File: config.mk
export PLATFORM = sky130hd
export DESIGN_NAME = priority_interrupt_controller
export DESIGN_NICKNAME = d
export VERILOG_FILES = /design/src/rtl/core/pic_pkg.sv /design/src/rtl/core/priority_interrupt_controller.sv /design/src/rtl/core/pic_ram.sv /design/src/rtl/core/pic_ctrl.sv /design/src/rtl/core/pic_datapath.sv
export SDC_FILE = /design/constraint.sdc
export NUM_CORES = 1
export LEC_CHECK = 0
export ABC_AREA = 1
export BUFFER_PORTS_ARGS = -buffer_cell sky130_fd_sc_hd__buf_2
export CORE_UTILIZATION = 45
export DETAILED_ROUTE_END_ITERATION = 10
export HOLD_SLACK_MARGIN = 0.15
export PLACE_DENSITY = 0.62
export SLEW_MARGIN = 5
export SYNTH_ARGS = -nofsm -noshare
export SYNTH_HDL_FRONTEND = slang
export SYNTH_SLANG_ARGS = --single-unit
File: constraint.sdc
create_clock -name clk -period 3.25 [get_ports clk]
set_input_delay 0.325 -clock clk [delete_from_list [all_inputs] [get_ports clk]]
set_output_delay 0.325 -clock clk [all_outputs]
set_load 0.005 [all_outputs]
File: src/rtl/core/pic_pkg.sv
// ----------------------------------------------------------------------------
// pic_pkg: shared types and constants of the priority interrupt controller
// Command codes, controller states and the control/status bundles that pass
// between the controller and the datapath.
// ----------------------------------------------------------------------------
`default_nettype none

package pic_pkg;

	localparam int LINE_COUNT_DEFAULT = 64;
	localparam logic [7:0] IDLE_LEVEL = 8'hFF;

	typedef enum logic [2:0] {
		CMD_SET_PEND  = 3'd0,
		CMD_CLR_PEND  = 3'd1,
		CMD_ENABLE    = 3'd2,
		CMD_DISABLE   = 3'd3,
		CMD_SET_LEVEL = 3'd4,
		CMD_ACK       = 3'd5,
		CMD_COMPLETE  = 3'd6,
		CMD_QUERY     = 3'd7
	} cmd_t;

	typedef enum logic [2:0] {
		ST_IDLE,
		ST_APPLY,
		ST_ACK,
		ST_REC_GO,
		ST_REC,
		ST_ARB_GO,
		ST_ARB,
		ST_RESULT
	} state_t;

	typedef enum logic {
		SCAN_ARB,
		SCAN_RECOMP
	} scan_mode_t;

	typedef struct packed {
		logic       load;
		logic       apply;
		logic       ack_take;
		logic       scan_go;
		scan_mode_t scan_mode;
	} ctl_t;

	typedef struct packed {
		logic ack_ok;
		logic complete;
		logic scan_done;
	} status_t;

endpackage

`default_nettype wire

File: src/rtl/core/priority_interrupt_controller.sv
// ----------------------------------------------------------------------------
// priority_interrupt_controller: vectored priority interrupt controller
// Applies one command per transaction to the line state, then arbitrates and
// reports the winning line and the running priority.
// ----------------------------------------------------------------------------
// Usage: a transaction is taken on a clock edge with start high and busy low;
// busy then stays high until the result, which is on found/winner/
// running_level for the single cycle that done is high and is not held. Every
// line is examined once per scan through the single read port of the level
// memory, one line per cycle. An acknowledge adds one level fetch, and a
// complete runs a running-priority scan before the arbitration scan, so it
// examines every line twice. After reset every line reads as not pending,
// disabled, inactive and at level 0, with running priority 255; no clearing
// pass runs.
// ----------------------------------------------------------------------------
`default_nettype none

module priority_interrupt_controller #(
	parameter int LINE_COUNT = pic_pkg::LINE_COUNT_DEFAULT
) (
	input  wire logic       clk,
	input  wire logic       arst_n,
	input  wire logic       start,
	output logic            busy,
	input  wire logic [2:0] cmd,
	input  wire logic [7:0] line,
	input  wire logic [7:0] level,
	output logic            done,
	output logic            found,
	output logic [7:0]      winner,
	output logic [7:0]      running_level
);

	pic_pkg::ctl_t    ctl;
	pic_pkg::status_t status;

	pic_ctrl u_ctrl (
		.clk    (clk),
		.arst_n (arst_n),
		.start  (start),
		.status (status),
		.ctl    (ctl),
		.busy   (busy),
		.done   (done)
	);

	pic_datapath #(
		.LINE_COUNT (LINE_COUNT)
	) u_datapath (
		.clk           (clk),
		.arst_n        (arst_n),
		.ctl           (ctl),
		.cmd           (cmd),
		.line          (line),
		.level         (level),
		.status        (status),
		.found         (found),
		.winner        (winner),
		.running_level (running_level)
	);

endmodule

`default_nettype wire

File: src/rtl/core/pic_ram.sv
// ----------------------------------------------------------------------------
// pic_ram: generic single-write, single-read RAM
// One write port and one read port; read data is registered.
// ----------------------------------------------------------------------------
`default_nettype none

module pic_ram #(
	parameter int WIDTH = 8,
	parameter int DEPTH = 64,
	localparam int AW = (DEPTH > 1) ? $clog2(DEPTH) : 1
) (
	input  wire logic             clk,
	input  wire logic             we,
	input  wire logic [AW-1:0]    waddr,
	input  wire logic [WIDTH-1:0] wdata,
	input  wire logic [AW-1:0]    raddr,
	output logic      [WIDTH-1:0] rdata
);

	logic [WIDTH-1:0] mem_q [DEPTH];
	logic [WIDTH-1:0] rdata_q;

	always_ff @(posedge clk) begin
		if (we) begin
			mem_q[waddr] <= wdata;
		end
		rdata_q <= mem_q[raddr];
	end

	assign rdata = rdata_q;

endmodule

`default_nettype wire

File: src/rtl/core/pic_ctrl.sv
// ----------------------------------------------------------------------------
// pic_ctrl: command sequencer of the priority interrupt controller
// Steps each transaction through apply, optional level fetch or recompute
// scan, arbitration scan and the result strobe.
// ----------------------------------------------------------------------------
`default_nettype none

module pic_ctrl (
	input  wire logic             clk,
	input  wire logic             arst_n,
	input  wire logic             start,
	input  wire pic_pkg::status_t status,
	output pic_pkg::ctl_t         ctl,
	output logic                  busy,
	output logic                  done
);

	pic_pkg::state_t state_q, state_d;

	always_ff @(posedge clk or negedge arst_n) begin
		if (!arst_n) begin
			state_q <= pic_pkg::ST_IDLE;
		end else begin
			state_q <= state_d;
		end
	end

	always_comb begin
		state_d = state_q;
		case (state_q)
			pic_pkg::ST_IDLE: begin
				if (start) state_d = pic_pkg::ST_APPLY;
			end
			pic_pkg::ST_APPLY: begin
				if (status.ack_ok)        state_d = pic_pkg::ST_ACK;
				else if (status.complete) state_d = pic_pkg::ST_REC_GO;
				else                      state_d = pic_pkg::ST_ARB_GO;
			end
			pic_pkg::ST_ACK:    state_d = pic_pkg::ST_ARB_GO;
			pic_pkg::ST_REC_GO: state_d = pic_pkg::ST_REC;
			pic_pkg::ST_REC: begin
				if (status.scan_done) state_d = pic_pkg::ST_ARB_GO;
			end
			pic_pkg::ST_ARB_GO: state_d = pic_pkg::ST_ARB;
			pic_pkg::ST_ARB: begin
				if (status.scan_done) state_d = pic_pkg::ST_RESULT;
			end
			pic_pkg::ST_RESULT: state_d = pic_pkg::ST_IDLE;
			default:            state_d = pic_pkg::ST_IDLE;
		endcase
	end

	always_comb begin
		ctl = '0;
		ctl.scan_mode = pic_pkg::SCAN_ARB;
		case (state_q)
			pic_pkg::ST_IDLE:   ctl.load = start;
			pic_pkg::ST_APPLY:  ctl.apply = 1'b1;
			pic_pkg::ST_ACK:    ctl.ack_take = 1'b1;
			pic_pkg::ST_REC_GO: begin
				ctl.scan_go   = 1'b1;
				ctl.scan_mode = pic_pkg::SCAN_RECOMP;
			end
			pic_pkg::ST_REC:    ctl.scan_mode = pic_pkg::SCAN_RECOMP;
			pic_pkg::ST_ARB_GO: ctl.scan_go = 1'b1;
			default:            ctl = '0;
		endcase
	end

	assign busy = (state_q != pic_pkg::ST_IDLE);
	assign done = (state_q == pic_pkg::ST_RESULT);

	a_accept_to_apply: assert property (@(posedge clk) disable iff (!arst_n)
		start && !busy |=> state_q == pic_pkg::ST_APPLY)
		else $error("accepted transaction did not enter apply");

	a_arb_end_strobes: assert property (@(posedge clk) disable iff (!arst_n)
		(state_q == pic_pkg::ST_ARB) && status.scan_done |=> done)
		else $error("arbitration finished without a result strobe");

endmodule

`default_nettype wire

File: src/rtl/core/pic_datapath.sv
// ----------------------------------------------------------------------------
// pic_datapath: line state, level memory and scan unit
// Holds the pending/enabled/active flags, the level memory with per-entry
// valid bits, the running priority and the one-compare-per-cycle scan that
// serves both the running-priority recompute and the arbitration.
// ----------------------------------------------------------------------------
`default_nettype none

module pic_datapath #(
	parameter int LINE_COUNT = pic_pkg::LINE_COUNT_DEFAULT,
	localparam int IDX_W = (LINE_COUNT > 1) ? $clog2(LINE_COUNT) : 1
) (
	input  wire logic             clk,
	input  wire logic             arst_n,
	input  wire pic_pkg::ctl_t    ctl,
	input  wire logic [2:0]       cmd,
	input  wire logic [7:0]       line,
	input  wire logic [7:0]       level,
	output pic_pkg::status_t      status,
	output logic                  found,
	output logic [7:0]            winner,
	output logic [7:0]            running_level
);

	localparam logic [IDX_W-1:0] LAST_IDX = IDX_W'(LINE_COUNT - 1);

	// latched transaction
	pic_pkg::cmd_t cmd_q;
	logic [7:0]    line_q;
	logic [7:0]    level_q;

	logic [LINE_COUNT-1:0] pend_q, enab_q, act_q, lvl_valid_q;
	logic [7:0]            running_q;

	// scan unit
	logic                issuing_q;
	logic [IDX_W-1:0]    idx_q;
	logic                v_s1;
	logic [IDX_W-1:0]    idx_s1;
	pic_pkg::scan_mode_t mode_q;
	logic [7:0]          best_q;
	logic [7:0]          winner_q;
	logic                hit_q;

	logic             ok;
	logic [IDX_W-1:0] li;
	logic             ram_we;
	logic [IDX_W-1:0] raddr;
	logic [7:0]       rdata;
	logic [7:0]       scan_lvl;
	logic             scan_last;

	assign ok        = (line_q < 8'(LINE_COUNT));
	assign li        = line_q[IDX_W-1:0];
	assign ram_we    = ctl.apply && ok && (cmd_q == pic_pkg::CMD_SET_LEVEL);
	assign raddr     = issuing_q ? idx_q : li;
	assign scan_lvl  = lvl_valid_q[idx_s1] ? rdata : 8'd0;
	assign scan_last = v_s1 && (idx_s1 == LAST_IDX);

	pic_ram #(
		.WIDTH (8),
		.DEPTH (LINE_COUNT)
	) u_level_ram (
		.clk   (clk),
		.we    (ram_we),
		.waddr (li),
		.wdata (level_q),
		.raddr (raddr),
		.rdata (rdata)
	);

	always_ff @(posedge clk) begin
		if (ctl.load) begin
			cmd_q   <= pic_pkg::cmd_t'(cmd);
			line_q  <= line;
			level_q <= level;
		end
	end

	always_ff @(posedge clk or negedge arst_n) begin
		if (!arst_n) begin
			pend_q      <= '0;
			enab_q      <= '0;
			act_q       <= '0;
			lvl_valid_q <= '0;
			running_q   <= pic_pkg::IDLE_LEVEL;
			issuing_q   <= 1'b0;
			idx_q       <= '0;
			v_s1        <= 1'b0;
			idx_s1      <= '0;
			mode_q      <= pic_pkg::SCAN_ARB;
			best_q      <= pic_pkg::IDLE_LEVEL;
			winner_q    <= '0;
			hit_q       <= 1'b0;
		end else begin
			if (ctl.apply && ok) begin
				case (cmd_q)
					pic_pkg::CMD_SET_PEND:  pend_q[li] <= 1'b1;
					pic_pkg::CMD_CLR_PEND:  pend_q[li] <= 1'b0;
					pic_pkg::CMD_ENABLE:    enab_q[li] <= 1'b1;
					pic_pkg::CMD_DISABLE:   enab_q[li] <= 1'b0;
					pic_pkg::CMD_SET_LEVEL: lvl_valid_q[li] <= 1'b1;
					pic_pkg::CMD_ACK: begin
						pend_q[li] <= 1'b0;
						act_q[li]  <= 1'b1;
					end
					pic_pkg::CMD_COMPLETE:  act_q[li] <= 1'b0;
					default: ;
				endcase
			end

			// level fetched during apply arrives here
			if (ctl.ack_take) begin
				running_q <= lvl_valid_q[li] ? rdata : 8'd0;
			end

			// issue side of the scan
			if (ctl.scan_go) begin
				issuing_q <= 1'b1;
				idx_q     <= '0;
				mode_q    <= ctl.scan_mode;
				if (ctl.scan_mode == pic_pkg::SCAN_RECOMP) begin
					running_q <= pic_pkg::IDLE_LEVEL;
				end else begin
					best_q   <= running_q;
					winner_q <= '0;
					hit_q    <= 1'b0;
				end
			end else if (issuing_q) begin
				idx_q <= idx_q + IDX_W'(1);
				if (idx_q == LAST_IDX) issuing_q <= 1'b0;
			end
			v_s1   <= issuing_q && !ctl.scan_go;
			idx_s1 <= idx_q;

			// compare side: one line per cycle
			if (v_s1) begin
				if (mode_q == pic_pkg::SCAN_RECOMP) begin
					if (act_q[idx_s1] && (scan_lvl < running_q)) running_q <= scan_lvl;
				end else begin
					if (pend_q[idx_s1] && enab_q[idx_s1] && (scan_lvl < best_q)) begin
						best_q   <= scan_lvl;
						winner_q <= 8'(idx_s1);
						hit_q    <= 1'b1;
					end
				end
			end
		end
	end

	assign status.ack_ok    = ok && (cmd_q == pic_pkg::CMD_ACK);
	assign status.complete  = (cmd_q == pic_pkg::CMD_COMPLETE);
	assign status.scan_done = scan_last;

	assign found         = hit_q;
	assign winner        = winner_q;
	assign running_level = running_q;

	a_go_when_quiet: assert property (@(posedge clk) disable iff (!arst_n)
		ctl.scan_go |-> !issuing_q && !v_s1)
		else $error("scan restarted while a scan was running");

	a_stage_in_range: assert property (@(posedge clk) disable iff (!arst_n)
		v_s1 |-> idx_s1 <= LAST_IDX)
		else $error("scan stage index beyond last line");

	a_winner_in_range: assert property (@(posedge clk) disable iff (!arst_n)
		hit_q |-> winner_q < 8'(LINE_COUNT))
		else $error("winner outside the line range");

endmodule

`default_nettype wire

==> metrics.txt <==
type of the worst setup path=register to register; Slew headroom=32.4%; # setup viols final=0; NumNets Final=around 3.5k; vias in the first global route=about 24k; vias=~26k; DR pass1 iterations=6; Yosys cell types=48; slowest stage delay, CP=between 0.4 and 0.5 ns; H-Tree Depth=3; post-route cell area=a little over 40,000 sq um; largest net degree at the start of global routing=roughly 110; Final Util=52.9%; Worst Path Required=3.84 ns; pre-CTS WS=-0.0866 ns; share of layout cells above drive strength 1=12.4%; Clock Sinks=~840; ant diodes=0; clock buffer depth=3; num rows=102; clock-pin slew of the registers on the worst-case setup and hold paths=0.06 ns; largest family of logic cells by synthesized area=compound AO/OA/AOI/OAI gates; fraction of synthesized area in multiplexers=0%; Static Leak=~15 nW; crit path DAT=3.64 ns; Max Cap Viol=0; number of I/O pins=41; final slew viol count=0; commonest non-fill, non-tap cell in the layout=edfxtp_1; first-pass GRT wire length=152,000 microns; Syn Area/Cell=about 11 sq um; xor/xnor cell area share of the yosys netlist=0.0245%; GP Congestion=0.945; final worst path period need=3.05 ns; worst path cell trace=buf_12 -> a21oi_1 -> o21ai_0 -> nand3_1 -> nand3_1 -> nand2_1 -> nand3_2 -> nand2_4 -> inv_4 -> nor2_4 -> ha_4 -> a21oi_2 -> o21bai_1 -> a2111oi_2 -> o2111ai_2 -> inv_2 -> buf_4 -> nand3_1 -> nand2_1; asr flop ratio synth=35.7%; Port-buffer cells=40; Root Buffer=clkbuf_16; R2R Path Start=u_datapath.idx_s1[0]; CP Capture Type=register; Die Ht=284 microns; commonest cells after routing, fill and taps aside=531 x edfxtp_1, 431 x nand2_1, 418 x nor2_1; simple-gate share of the synthesized area=12.5%; Avg WL per Cell=between 20 and 25 microns; Clock Skew=0.0272 ns; antenna viol nets, final=0; status=completed; CP Launch Type=register; Layout area overhead=15.7%; DRT iter0 DRCs=3,365; Hold Crit Class=primary input to asynchronous set/reset pin; post-synthesis sequential area ratio=around 66%; yosys warns=0; count of flip-flops with a built-in enable after synthesis=about 530; final count of hold timing violations=0; initial antenna violation count=0; grt total ovfl=0; Max VDD drop=about 660 uV; Highest Clock Rate=328 MHz; Tot GR Track Use=24.4%; Post-Syn Instances=approximately 3.3k; DP HPWL=63,400 microns; Final Cycle Share=93.9%; Netlist Area Pre-Place=35,700 sq um; Crit-path slowest cell=dfrtp_2; WL final=99,200 microns; DR DRC count=0; vias per inst=around 5.7; worst-path fanout max=29; Final WS setup=0.198 ns; Initial Util=45.8%; Seq cells post-synth=838; Area after DPL=between 30,000 and 40,000 sq um; Worst Tran Pin Value=1.01 ns; Post-Synth Adder-Cell Area=less than 1%; main flop type after synthesis=edfxtp_1; die area=80,400 sq um; Num CTS Buffers=between 80 and 90; CP most frequent cell=nand3_1; Skew-Pair Late Insertion Delay=0.65 ns; Core Area=78,000 sq um; Synth Area in Compound Gates=between 10% and 20%; worst setup path startpoint=u_datapath.idx_s1[0]; CTS tree=built; pwr dens=757 nW/um^2; overall die width=about 280 microns; syn nets=3,378
-- worst max-delay path, delay by kind of cell (launching register included) --
kind            cells  cell delay, ns
buf+inv             4            0.52
fa+ha+maj           1            0.21
compound gates      6            1.05
simple gates        8            0.74
flops               1            0.47
-- final timing paths --
path	slack (ns)	cells past startpoint	endpoint
min reg2reg	0.42	0	u_datapath.idx_s1[5]
max	0.20	19	u_datapath.running_level[1]
min	0.33	2	asynchronous set/reset pin
max reg2reg	0.20	19	u_datapath.running_level[1]
min in group clk	0.38	2	u_datapath.level_q[4]
max in group asynchronous	2.02	3	u_datapath.idx_s1[0]
-- cells by family after synthesis --
logic type,count (synthesis)
compound gates,961
xor+xnor,1
fa+ha+maj,15
buf+inv,433
flops,838
simple gates,1093
-- synth_stat cells, types with 66 or more instances --
cell type,count,share of area [%]
nand3_1,191,2.7
o221ai_1,66,1.6
a21oi_1,149,2.1
a31oi_1,122,2.1
o21ai_0,395,5.5
o22ai_1,93,1.6
dfrtp_1,283,20
o211ai_1,69,1.5
nand2_1,432,4.5
nor2_1,423,4.4
inv_1,209,2.2
edfxtp_1,531,45
clkbuf_1,142,1.5
-- stage by stage --
stage	TNS, ns	cells	power, mW	hold WS [ns]
2_1_floorplan	0	3341	18.2	0.0294
3_3_place_gp	0	4434	21.8	0.412
3_5_place_dp	-0.650	4434	21.8	0.407
4_1_cts	0	4610	31.2	0.344
5_1_grt	-0.0126	4614	32.7	0.369
6_report	0	4614	31.3	0.330
-- cell type report --
class                   instances  area (sq um)
flip-flops and latches        838         23600
well taps                    1040          1300
clock inverters                32           216
repair buffers                291          2460
inverters                     220           843
multi-input cells            2070         10400
fillers                      6793         36700
clock buffers                 123          2420
-- routing by layer --
metal / wire (microns) / global-route usage (%)
met1: 45800 / 37.5
met2: 44200 / 36.4
met3: 6700 / 2.95
met4: 2460 / 6.47
met5: 0 / 0
-- repair_timing --
item,in CTS,in global routing
pin swaps,1,3
hold buffers,21,0
endpoints found under the setup margin,8,25
buffers inserted,0,4
endpoints found under the hold margin,118,0
resized for setup,2,23
-- report_power, final --
group / internal, mW / switching, mW / total [mW]
sequential: 11.7 / 0.304 / 12.0
clock: 5.26 / 4.08 / 9.34
combinational: 3.15 / 6.72 / 9.87
(Power assumes the default switching activity.)
